$ cat config.mk
export PLATFORM = sky130hd
export DESIGN_NAME = tmp_shiftsub
export DESIGN_NICKNAME = d
export VERILOG_FILES = /design/src/design/tmp_pkg.sv /design/src/design/tmp_shiftsub.sv
export SDC_FILE = /design/constraint.sdc
export NUM_CORES = 1
export LEC_CHECK = 0
export BUFFER_PORTS_ARGS = -buffer_cell sky130_fd_sc_hd__buf_2
export CELL_PAD_IN_SITES_DETAIL_PLACEMENT = 0
export CELL_PAD_IN_SITES_GLOBAL_PLACEMENT = 2
export CORE_AREA = 8 8 248 179
export CTS_CLUSTER_SIZE = 40
export DETAILED_ROUTE_END_ITERATION = 10
export DIE_AREA = 0 0 256 187
export HOLD_SLACK_MARGIN = 0.02
export PLACE_DENSITY_LB_ADDON = 0.1
export SLEW_MARGIN = 40
export SYNTH_ARGS = -nofsm -noshare
export SYNTH_HDL_FRONTEND = slang
export SYNTH_SLANG_ARGS = --single-unit
$ cat constraint.sdc
create_clock -name clk -period 9.47 [get_ports clk]
set_input_delay 1.894 -clock clk [delete_from_list [all_inputs] [get_ports clk]]
set_output_delay 1.894 -clock clk [all_outputs]
set_load 0.1 [all_outputs]
$ cat src/design/tmp_pkg.sv
`timescale 1ns / 1ps
// ----------------------------------------------------------------------------
// tmp_pkg
// Shared types and constants for the trapezoid motion profile generator.
// ----------------------------------------------------------------------------
package tmp_pkg;

  localparam int FieldW      = 24;
  localparam int TimeBitsDef = 24;
  localparam int CfgIdxW     = 2;

  typedef enum logic [1:0] {
    CFG_DISTANCE = 2'd0,
    CFG_SPEED    = 2'd1,
    CFG_ACCEL    = 2'd2
  } cfg_idx_t;

  typedef enum logic [1:0] {
    PH_ACCEL  = 2'd0,
    PH_CRUISE = 2'd1,
    PH_DECEL  = 2'd2,
    PH_DONE   = 2'd3
  } phase_t;

  typedef enum logic {
    MODE_DIV  = 1'b0,
    MODE_SQRT = 1'b1
  } unit_mode_t;

  typedef struct packed {
    logic       start;
    unit_mode_t mode;
  } unit_req_t;

  typedef enum logic [4:0] {
    S_IDLE,
    S_SA,
    S_VV,
    S_CLASS,
    S_WAIT,
    S_T1TRAP,
    S_AT,
    S_ATT,
    S_T2,
    S_VT,
    S_AVT,
    S_POS1,
    S_CRUISE,
    S_VA,
    S_T3,
    S_T3CHK,
    S_TVLO,
    S_TVHI,
    S_NV,
    S_VEL,
    S_VSQ,
    S_RGO,
    S_DEC,
    S_SQ1,
    S_T1TRI,
    S_SQ2,
    S_T2TRI,
    S_PEAK,
    S_TRIV,
    S_OUT
  } state_t;

endpackage

$ cat src/design/tmp_shiftsub.sv
`timescale 1ns / 1ps
// ----------------------------------------------------------------------------
// tmp_shiftsub
// Shared shift-subtract unit: restoring 64/64 divide (one quotient bit per
// cycle) or 64-bit integer square root (one root bit per cycle).
// ----------------------------------------------------------------------------
module tmp_shiftsub (
  input  logic                  clk,
  input  logic                  rst,
  input  tmp_pkg::unit_req_t    req,
  input  logic [63:0]           num,
  input  logic [63:0]           den,
  output logic                  busy,
  output logic                  done,
  output logic [63:0]           result
);

  logic [65:0]        rem;
  logic [63:0]        acc;
  logic [63:0]        quo;
  logic [63:0]        den_q;
  logic [6:0]         count;
  tmp_pkg::unit_mode_t mode;

  logic [65:0] sh;
  logic [65:0] trial;
  logic [66:0] diff;
  logic        ge;
  logic [6:0]  last;

  always_comb begin
    if (mode == tmp_pkg::MODE_SQRT) begin
      sh    = {rem[63:0], acc[63:62]};
      trial = {32'd0, quo[31:0], 2'b01};
      last  = 7'd31;
    end else begin
      sh    = {rem[64:0], acc[63]};
      trial = {2'b00, den_q};
      last  = 7'd63;
    end
    diff = {1'b0, sh} - {1'b0, trial};
    ge   = !diff[66];
  end

  always_ff @(posedge clk) begin
    if (rst) begin
      busy <= 1'b0;
      done <= 1'b0;
    end else begin
      done <= 1'b0;
      if (req.start) begin
        busy <= 1'b1;
      end else if (busy && count == last) begin
        busy <= 1'b0;
        done <= 1'b1;
      end
    end
  end

  always_ff @(posedge clk) begin
    if (req.start) begin
      rem   <= '0;
      quo   <= '0;
      acc   <= num;
      den_q <= den;
      count <= '0;
      mode  <= req.mode;
    end else if (busy) begin
      rem   <= ge ? diff[65:0] : sh;
      quo   <= {quo[62:0], ge};
      acc   <= (mode == tmp_pkg::MODE_SQRT) ? {acc[61:0], 2'b00} : {acc[62:0], 1'b0};
      count <= count + 7'd1;
    end
  end

  assign result = quo;

endmodule

Yosys cells after proc, flatten, opt, wreduce, memory -nomap -nowiden
Index checks and enable logic that the tools add are counted.
{"block": "word_totals", "inputBits": 132, "out_inout_bits": 66, "ff_bits": 267, "wordCells": 26}
{"block": "op_classes", "n_eq_ne": 1, "n_addsub": 2, "n_mux": 10, "n_reduce_logical": 5}
{"op": "$mux W64", "count": 4}
{"op": "$sub A66 B64 Y67", "count": 1}
{"op": "$mux W66", "count": 1}
{"op": "$mux W65", "count": 1}
{"op": "$add A7 B1 Y7 const B", "count": 1}
{"op": "$eq A7 B7 Y1", "count": 1}
{"op": "$mux W6", "count": 1}
{"op": "$reduce_bool A2 Y1", "count": 2}
{"op": "$mux W1", "count": 3}
{"op": "$reduce_or A2 Y1", "count": 1}
{"op": "$logic_and A1 B1 Y1", "count": 1}
{"op": "$logic_not A1 Y1", "count": 1}

Depth between registers and ports, before layout
Gate-level depths: netlist of run 1.
{"block": "logic_depth", "depth_word": 5, "ltp_mapped": 21, "depth_no_buf": 13}

Worst setup path after synthesis of run 1
Ideal clock, no wire load.
{"block": "synth_timing", "path_type": "flip-flop to flip-flop", "from": "register mode", "to": "register rem[56]", "t_arrival_ns": 4.565, "required_time_ns": 9.336, "stages_incl_launch_ff": 19, "slack_ns": 4.771, "path_buffers": 7, "path_cell_list": "edfxtp_1 -> clkbuf_1 -> clkbuf_1 -> clkbuf_1 -> buf_2 -> buf_1 -> mux2i_1 -> ha_1 -> clkbuf_1 -> and4_1 -> nand2_1 -> o211ai_2 -> o21ai_2 -> o31ai_2 -> a21oi_1 -> buf_4 -> or3b_2 -> a31oi_1 -> a211oi_1"}
{"block": "synth_between", "elab_chain_cells": 3}
{"item": "from (decl)", "line": "tmp_shiftsub.sv:23", "rtl": "tmp_pkg::unit_mode_t mode;"}
{"item": "from (signal assigned)", "line": "tmp_shiftsub.sv:67", "rtl": "mode <= req.mode;"}
{"item": "$mux W66 or $mux W64 (tied branches)", "line": "tmp_shiftsub.sv:32", "rtl": "if (mode == tmp_pkg::MODE_SQRT) begin"}
{"item": "$sub A66 B64 Y67", "line": "tmp_shiftsub.sv:41", "rtl": "diff = {1'b0, sh} - {1'b0, trial};"}
{"item": "$mux W65 *", "line": "tmp_shiftsub.sv:69", "rtl": "rem <= ge ? diff[65:0] : sh;"}
{"item": "to (signal assigned)", "line": "tmp_shiftsub.sv:69"}
{"item": "to (decl)", "line": "tmp_shiftsub.sv:18", "rtl": "logic [65:0] rem;"}
Every way passes the cells marked *; elsewhere a longest branch is shown, timed or not.
A chain may end at the register's enable or synchronous reset.

Worst setup path in the final report of run 1
{"block": "layout_timing", "from": "register mode", "to": "register rem[51]"}
Same word-level chain as after synthesis.

==> flow_summary.yaml, run 1 <==
clocking:
  clock_sink_count: 267
  hold_buffers: 0
  total_number_of_h_tree_levels: 1
  cts-root-buf: "clkbuf_16"
  postCtsResizedCells: 0
  post_cts_buffers: 0
  clk_path_buf_depth: 3
  clock_latency_ps: 580
  tritoncts: "yes"
  worst_setup_hold_path_clk_slew_ps: 70
  numCtsBuffers: 29
cells_and_area:
  final_util_pct: 45.1
  n_fill_cell: 3997
  number_of_nets_in_the_layout: 1997
  drive_gt1_share_pct: 19.0
  layoutNonFillerInstCount: 2366
  insertedDiodeCount: 0
  areaGrowthSynthToFinish_pct: 14.2
worst_setup_path:
  timing.critical_path.to_type: "flop"
  crit-reg2reg-capture: "rem[51]$_SDFFE_PP0P_"
  sort_of_element_at_the_start_of_the_critical_path: "flop"
  buffering_stage_count_on_the_worst_path_with_inverters_included: 1
  crit_path_cell_trace: "buf_4 > mux2_2 > ha_1 > nand2_1 > or3_1 > nor4_1 > o211ai_1 > nand3_1 > a21boi_0 > o21ai_0 > xnor2_1 > o211ai_1 > o211a_1"
  crit_required_ps: 9930
  critical_path.max_stage_delay_ps: 730
  r2r-start: "mode$_DFFE_PP_"
  dominant_delay_contributor_by_cell_family_on_the_critical_path: "simple AND/OR/NAND/NOR gates"
  setup.worst_path.class: "reg -> reg"
  worstRegToRegCells: 13
  worst_ep_arrival_time_ps: 5630
  critical_path.slowest_cell: "buf_4"
  r2r_setup_slack_ps: 4290
  critical_path_s_most_frequent_cell: "o211ai_1"
  worstPathMaxFanout: 58
run:
  max_cap_violations: 0
die:
  floorplan.initialDensity_pct: 39.5
  coreArea_um2: 40400
  die_height_um: 187
  rows: 62
  die_w_um: 256
  dieArea_um2: 47900
  top_level_ports: 198
synth:
  yosys_register_bits: 267
  synthMostInstantiatedCell: "nor2_1"
  synth_edf_count: 129
  synth_top_cells_by_area: "edfxtp_1 24%, dfxtp_1 17%, mux2i_1 11%"
  synthTopCellsByCount: "181 x nor2_1, 178 x mux2i_1, 144 x nand2_1"
  seq_area_frac_synth_pct: 41.5
  postSynthNetCount: 1865
  synth_cell_types: 77
  syn-mean-instance-area_um2: 9.58
  yosys.area.top_type: "edfxtp_1"
  postSynth.topFlopCell: "dfxtp_1"
  post_synth_inst_count: 1667
  synth_top_area_share_pct: 24.2
  ys_async_sr_fraction_pct: 0
  synthesis.yosys.warnings: 0
  syn-cell-area_um2: 16000
sta:
  timing.fmax_mhz: 193
  relSlewSlack_pct: 37.0
  fin_crit_ps: 5180
  layout_setup_ws_ps: 4290
  timing.final.max_slew_violations: 0
  hold_violations: 0
  finalHoldWorstSlack_ps: 480
  fin_setup_tns_ps: 0
  final.period_utilization_pct: 54.7
  timing.clock.skew_ps: 20.8
  worst_slew_pin_slew_ps: 937
  rsz0062_at_grt: "false"
  setup_viol: 0
drt:
  via_count: 12700
  antenna_violating_nets_post_route: 0
  drt-wirelength-per-cell_um: 18.2
  detail_route.first_pass.iterations: 5
  viasPerCell: 5.37
  postRouteWirelength_um: 43000
  drc: 0
  detail_route.iter0.violations: 850
placement:
  pre_cts_slack_ps: 4010
  place.gp.congestion: 0.833
  place_inst: 2311
  detailed_place_hpwl_um: 31100
  io_buffers: 197
power:
  worst_ir_drop_vdd_v: 0.000223
  powerDensity_nw_per_um2: 265
  leakage_uw: 0.00783
min_path:
  min_from: "count[6]$_SDFFE_PP0P_"
  hold_path.class: "reg -> reg"
  hold_depth: 1
  worst_hold_path.endpoint: "done$_SDFF_PP0_"
global_route:
  groute.layer.met2.usage_pct: 23.8
  top_usage_layer: "met1"
  grt_first_pass_wirelength_um: 68900
  antenna_found_initial: 4
  grtUsageMet3_pct: 3.26
  grt_max_degree: 123
  grt_overflow: 0
  globalRouteTotalUtil_pct: 17.1
  global_route.usage.met1_pct: 27.1
  grt_pass1_vias: 12300
outcome:
  result_of_the_run: "finished, final reports clean"
-- state kept, by name, summed over array words and instances, names as in the netlist --
| signal | cells |
|---|---|
| acc | 64 |
| result | 64 |
| busy | 1 |
| done | 1 |
| rem | 65 |
| den_q | 64 |
| count | 7 |
| mode | 1 |
-- power breakdown --
group,switching [uW],internal (uW)
sequential,90.0,1350
combinational,1370,879
clock,484,664
-- metal layers --
metal | routed length [um] | vias up
met2 | 16900 | 264
met4 | 608 | 8
met3 | 2250 | 48
met5 | 47 | -
li1 | - | 6364
met1 | 23100 | 6013
-- cell type report --
class                   instances  area (um2)  share of cell area (%)
clock buffers                  41         863                    4.73
clock inverters                13         106                   0.583
inverters                      19        71.3                   0.391
multi-input cells            1272        8760                    48.0
flip-flops and latches        267        6640                    36.4
well taps                     544         681                    3.73
repair buffers                210        1120                    6.15
-- through the flow --
step / instance area [um2] / power (uW)
2_1_floorplan: 16000 / 3200
3_3_place_gp: 17300 / 3710
3_5_place_dp: 17300 / 3700
4_1_cts: 18200 / 4880
5_1_grt: 18200 / 5200
6_report: 18200 / 4840
-- worst max-delay path by stage --
stage                               from              endpoint  slack, ps  cells past startpoint
after floorplan           mode$_DFFE_PP_  rem[56]$_SDFFE_PP0P_       4770                     18
after detailed placement  mode$_DFFE_PP_  rem[60]$_SDFFE_PP0P_       4010                     14
after CTS                 mode$_DFFE_PP_  rem[60]$_SDFFE_PP0P_       3990                     14
final                     mode$_DFFE_PP_  rem[51]$_SDFFE_PP0P_       4290                     13
after global routing      mode$_DFFE_PP_  rem[60]$_SDFFE_PP0P_       3920                     14
after global placement    mode$_DFFE_PP_  rem[60]$_SDFFE_PP0P_       4140                     14
-- logic make-up (layout without fill, tap and decap cells) --
group / Yosys count / after routing / share of synthesized area (%)
AO/OA/AOI/OAI: 415 / 415 / 16.5
XOR/XNOR: 58 / 58 / 3.18
adder cells (fa/ha/maj): 66 / 66 / 5.22
buffers and inverters: 128 / 283 / 3.69
flip-flops: 267 / 267 / 41.5
multiplexers: 246 / 246 / 15.9
AND/OR/NAND/NOR: 487 / 487 / 14.0
-- layout by cell type, fill, tap and decap left out, types with 8 or more instances in the layout --
cell and n:
ha_1 65, o21bai_1 12, dfxtp_1 137, clkbuf_16 31
a211oi_1 39, nand2_1 144, nand4_1 22, a31oi_1 16
nor3_1 12, nand2b_1 55, nand3_1 19, and3_1 9
xnor2_1 25, o211ai_1 19, mux2i_1 178, o21ai_0 112
xor2_1 33, edfxtp_1 129, o21a_1 10, nor2_1 181
inv_1 18, o31ai_1 10, buf_2 196, mux2_2 68
a21o_1 28, a21oi_1 107, nor2b_1 14, buf_4 8
Power figures use the tool's default switching activity.
==> run 2: changes to the inputs <==
--- a/config.mk
+++ b/config.mk
@@ -5,13 +5,14 @@
 export SDC_FILE = /design/constraint.sdc
 export NUM_CORES = 1
 export LEC_CHECK = 0
+export ABC_AREA = 1
 export BUFFER_PORTS_ARGS = -buffer_cell sky130_fd_sc_hd__buf_2
 export CELL_PAD_IN_SITES_DETAIL_PLACEMENT = 0
 export CELL_PAD_IN_SITES_GLOBAL_PLACEMENT = 2
-export CORE_AREA = 8 8 248 179
+export CORE_AREA = 8 8 301 215
 export CTS_CLUSTER_SIZE = 40
 export DETAILED_ROUTE_END_ITERATION = 10
-export DIE_AREA = 0 0 256 187
+export DIE_AREA = 0 0 309 223
 export HOLD_SLACK_MARGIN = 0.02
 export PLACE_DENSITY_LB_ADDON = 0.1
 export SLEW_MARGIN = 40
==> constraint.sdc (replaced) <==
create_clock -name clk -period 4.7 [get_ports clk]
set_input_delay 0.94 -clock clk [delete_from_list [all_inputs] [get_ports clk]]
set_output_delay 0.94 -clock clk [all_outputs]
set_load 0.1 [all_outputs]
==> flow_summary.yaml, run 2 <==
outcome:
  result_of_the_run: "finished, final reports clean"
synth:
  post_synth_inst_count: 2740
  syn-mean-instance-area_um2: 6.50
  synthesized_area_fraction_occupied_by_and_or_nand_nor_cells_pct: 32.1
  synthTopCellsByCount: "972 x nand2_1, 472 x inv_1, 224 x nor2_1"
  synth_top_cells_by_area: "edfxtp_1 22%, nand2_1 21%, dfxtp_1 16%"
  synth-compound-area-share_pct: 11.4
  synthMuxAreaShare_pct: 0.0562
  synth_edf_count: 129
  synth_cell_types: 44
  synthMostInstantiatedCell: "nand2_1"
  synth_top_area_share_pct: 21.8
  yosys.area_share.adder_pct: 4.68
  syn-cell-area_um2: 17800
  postSynth.topFlopCell: "dfxtp_1"
  synthesis.yosys.warnings: 0
  yosys.area.top_type: "edfxtp_1"
  seq_area_frac_synth_pct: 37.3
  ys_async_sr_fraction_pct: 0
  xor_xnor_share_of_the_synthesized_area_pct: 1.77
  yosys_register_bits: 267
  largest_family_of_logic_cells_by_synthesized_area: "simple AND/OR/NAND/NOR gates"
  postSynthNetCount: 2938
cells_and_area:
  registers.top_by_ff_count: "rem"
  number_of_flip_flops_under_the_largest_register_name: 65
  most-common-layout-cells: "972 x nand2_1, 470 x inv_1, 223 x nor2_1"
  design_area_um2: 20600
  drive_gt1_share_pct: 11.6
  areaGrowthSynthToFinish_pct: 16.0
  mostFrequentLayoutCell: "nand2_1"
  number_of_nets_in_the_layout: 3096
clocking:
  postCtsResizedCells: 0
  tritoncts: "yes"
  numCtsBuffers: 31
  clk_path_buf_depth: 3
  worst_setup_hold_path_clk_slew_ps: 60
  clock_sink_count: 267
  post_cts_buffers: 0
  cts-root-buf: "clkbuf_16"
  clock_latency_ps: 630
  hold_buffers: 0
  total_number_of_h_tree_levels: 1
die:
  floorplan.initialDensity_pct: 29.4
  dieArea_um2: 68900
  die_w_um: 309
  coreArea_um2: 60500
  rows: 76
  die_height_um: 223
  top_level_ports: 198
drt:
  postRouteWirelength_um: 67200
  dr_wl_met3_um: 4470
  dr_wl_met2_um: 25600
  drc: 0
  detail_route.iter0.violations: 1349
  viasPerCell: 4.59
  detail_route.first_pass.iterations: 5
  met1Wirelength_um: 36100
  drt-wirelength-per-cell_um: 18.0
  via_count: 17200
  antenna_violating_nets_post_route: 0
  top_layer: "met5"
sta:
  timing.clock.skew_ps: 43.1
  timing.final.max_slew_violations: 0
  setup_viol: 0
  worst_slew_pin_slew_ps: 784
  timing.fmax_mhz: 261
  rsz0062_at_grt: "false"
  relSlewSlack_pct: 47.7
  fin_crit_ps: 3830
  final.period_utilization_pct: 81.5
  hold_violations: 0
  fin_setup_tns_ps: 0
placement:
  place.gp.congestion: 0.888
  io_buffers: 197
  detailed_place_hpwl_um: 53000
  placement.cell_area_um2: 19600
power:
  worst_ir_drop_vdd_v: 0.000287
  leakage_uw: 0.0104
  powerDensity_nw_per_um2: 429
global_route:
  antenna_found_initial: 5
  grt_overflow: 0
  globalRouteTotalUtil_pct: 19.1
  grt_max_degree: 82
  grt_first_pass_wirelength_um: 102000
  grt_pass1_vias: 16800
worst_setup_path:
  timing.critical_path.to_type: "flop"
  worst_ep_arrival_time_ps: 4390
  setup.worst_path.class: "reg -> reg"
  worstPathMaxFanout: 50
  sort_of_element_at_the_start_of_the_critical_path: "flop"
  crit_required_ps: 5260
min_path:
  hold_path.class: "reg -> reg"
run:
  max_cap_violations: 0
==> run 2: cell count changes after synthesis, moves of 43 or more <==
| cell | change |
|---|---|
| nand2_1 | +828 |
| nand2b_1 | -55 |
| mux2i_1 | -177 |
| nand3_1 | +62 |
| a21oi_1 | +71 |
| nor2_1 | +43 |
| inv_1 | +453 |
| o22ai_1 | +60 |
| mux2_2 | -68 |
==> run 2: final timing paths <==
path                         startpoint                    end  slack, ps  cells past startpoint
setup / recovery         mode$_DFFE_PP_   rem[61]$_SDFFE_PP0P_        870                     16
hold / removal    count[6]$_SDFFE_PP0P_  count[6]$_SDFFE_PP0P_        460                      1
setup reg to reg         mode$_DFFE_PP_   rem[61]$_SDFFE_PP0P_        870                     16
hold reg to reg   count[6]$_SDFFE_PP0P_  count[6]$_SDFFE_PP0P_        460                      1
==> run 2: through the flow <==
stage | worst slack [ps] | instances | hold WS [ps] | total power, uW | util (%)
after global placement | 865 | 3684 | 424 | 6480 | 32.5
after detailed placement | 885 | 3684 | 448 | 6450 | 32.5
after floorplan | 553 | 2740 | 412 | 5260 | -
final | 871 | 3743 | 457 | 8870 | 34.1
after CTS | 917 | 3742 | 435 | 8970 | 34.1
after global routing | 600 | 3742 | 445 | 9530 | 34.1
==> run 2: layout make-up <==
cell class,instances,area (um2)
timing repair buffer,222,1230
antenna,1,2.50
clock inverter,17,144
multi-input combinational,1886,8900
tap,819,1020
fill,6878,39800
sequential,267,6640
clock buffer,41,855
inverter,490,1850
==> run 2: cells by family after synthesis <==
group	after synthesis
mux	1
simple gates	1396
flops	267
xor+xnor	36
buf+inv	587
compound gates	387
fa+ha+maj	66
==> run 2: per-layer routing <==
layer,vias to the layer above,GRT usage [%]
met5,-,0
met4,8,2.85
met3,61,4.13
met2,406,26.2
met1,7832,30.2
li1,8882,-
==> run 2: worst max-delay path: stages, from the launching register on <==
cell      delay (ps)
edfxtp_1         460
buf_12           270
buf_4            340
o21ai_0          210
ha_1             450
nand2_1          190
inv_1             60
a21oi_1          320
nor2_1            70
nor2_1           200
o21ai_2          140
nor2_8           160
buf_4            350
nand4_1          140
nand2_1          210
nor2_1            70
nor2_1            80
==> run 2: report_power, final <==
part,switching (uW),leakage [uW],internal (uW),total [uW]
Clock,1100,0.000487,1350,2450
Sequential,102,0.00239,2660,2760
Combinational,2590,0.00752,1070,3660
Total,3790,0.0104,5070,8870
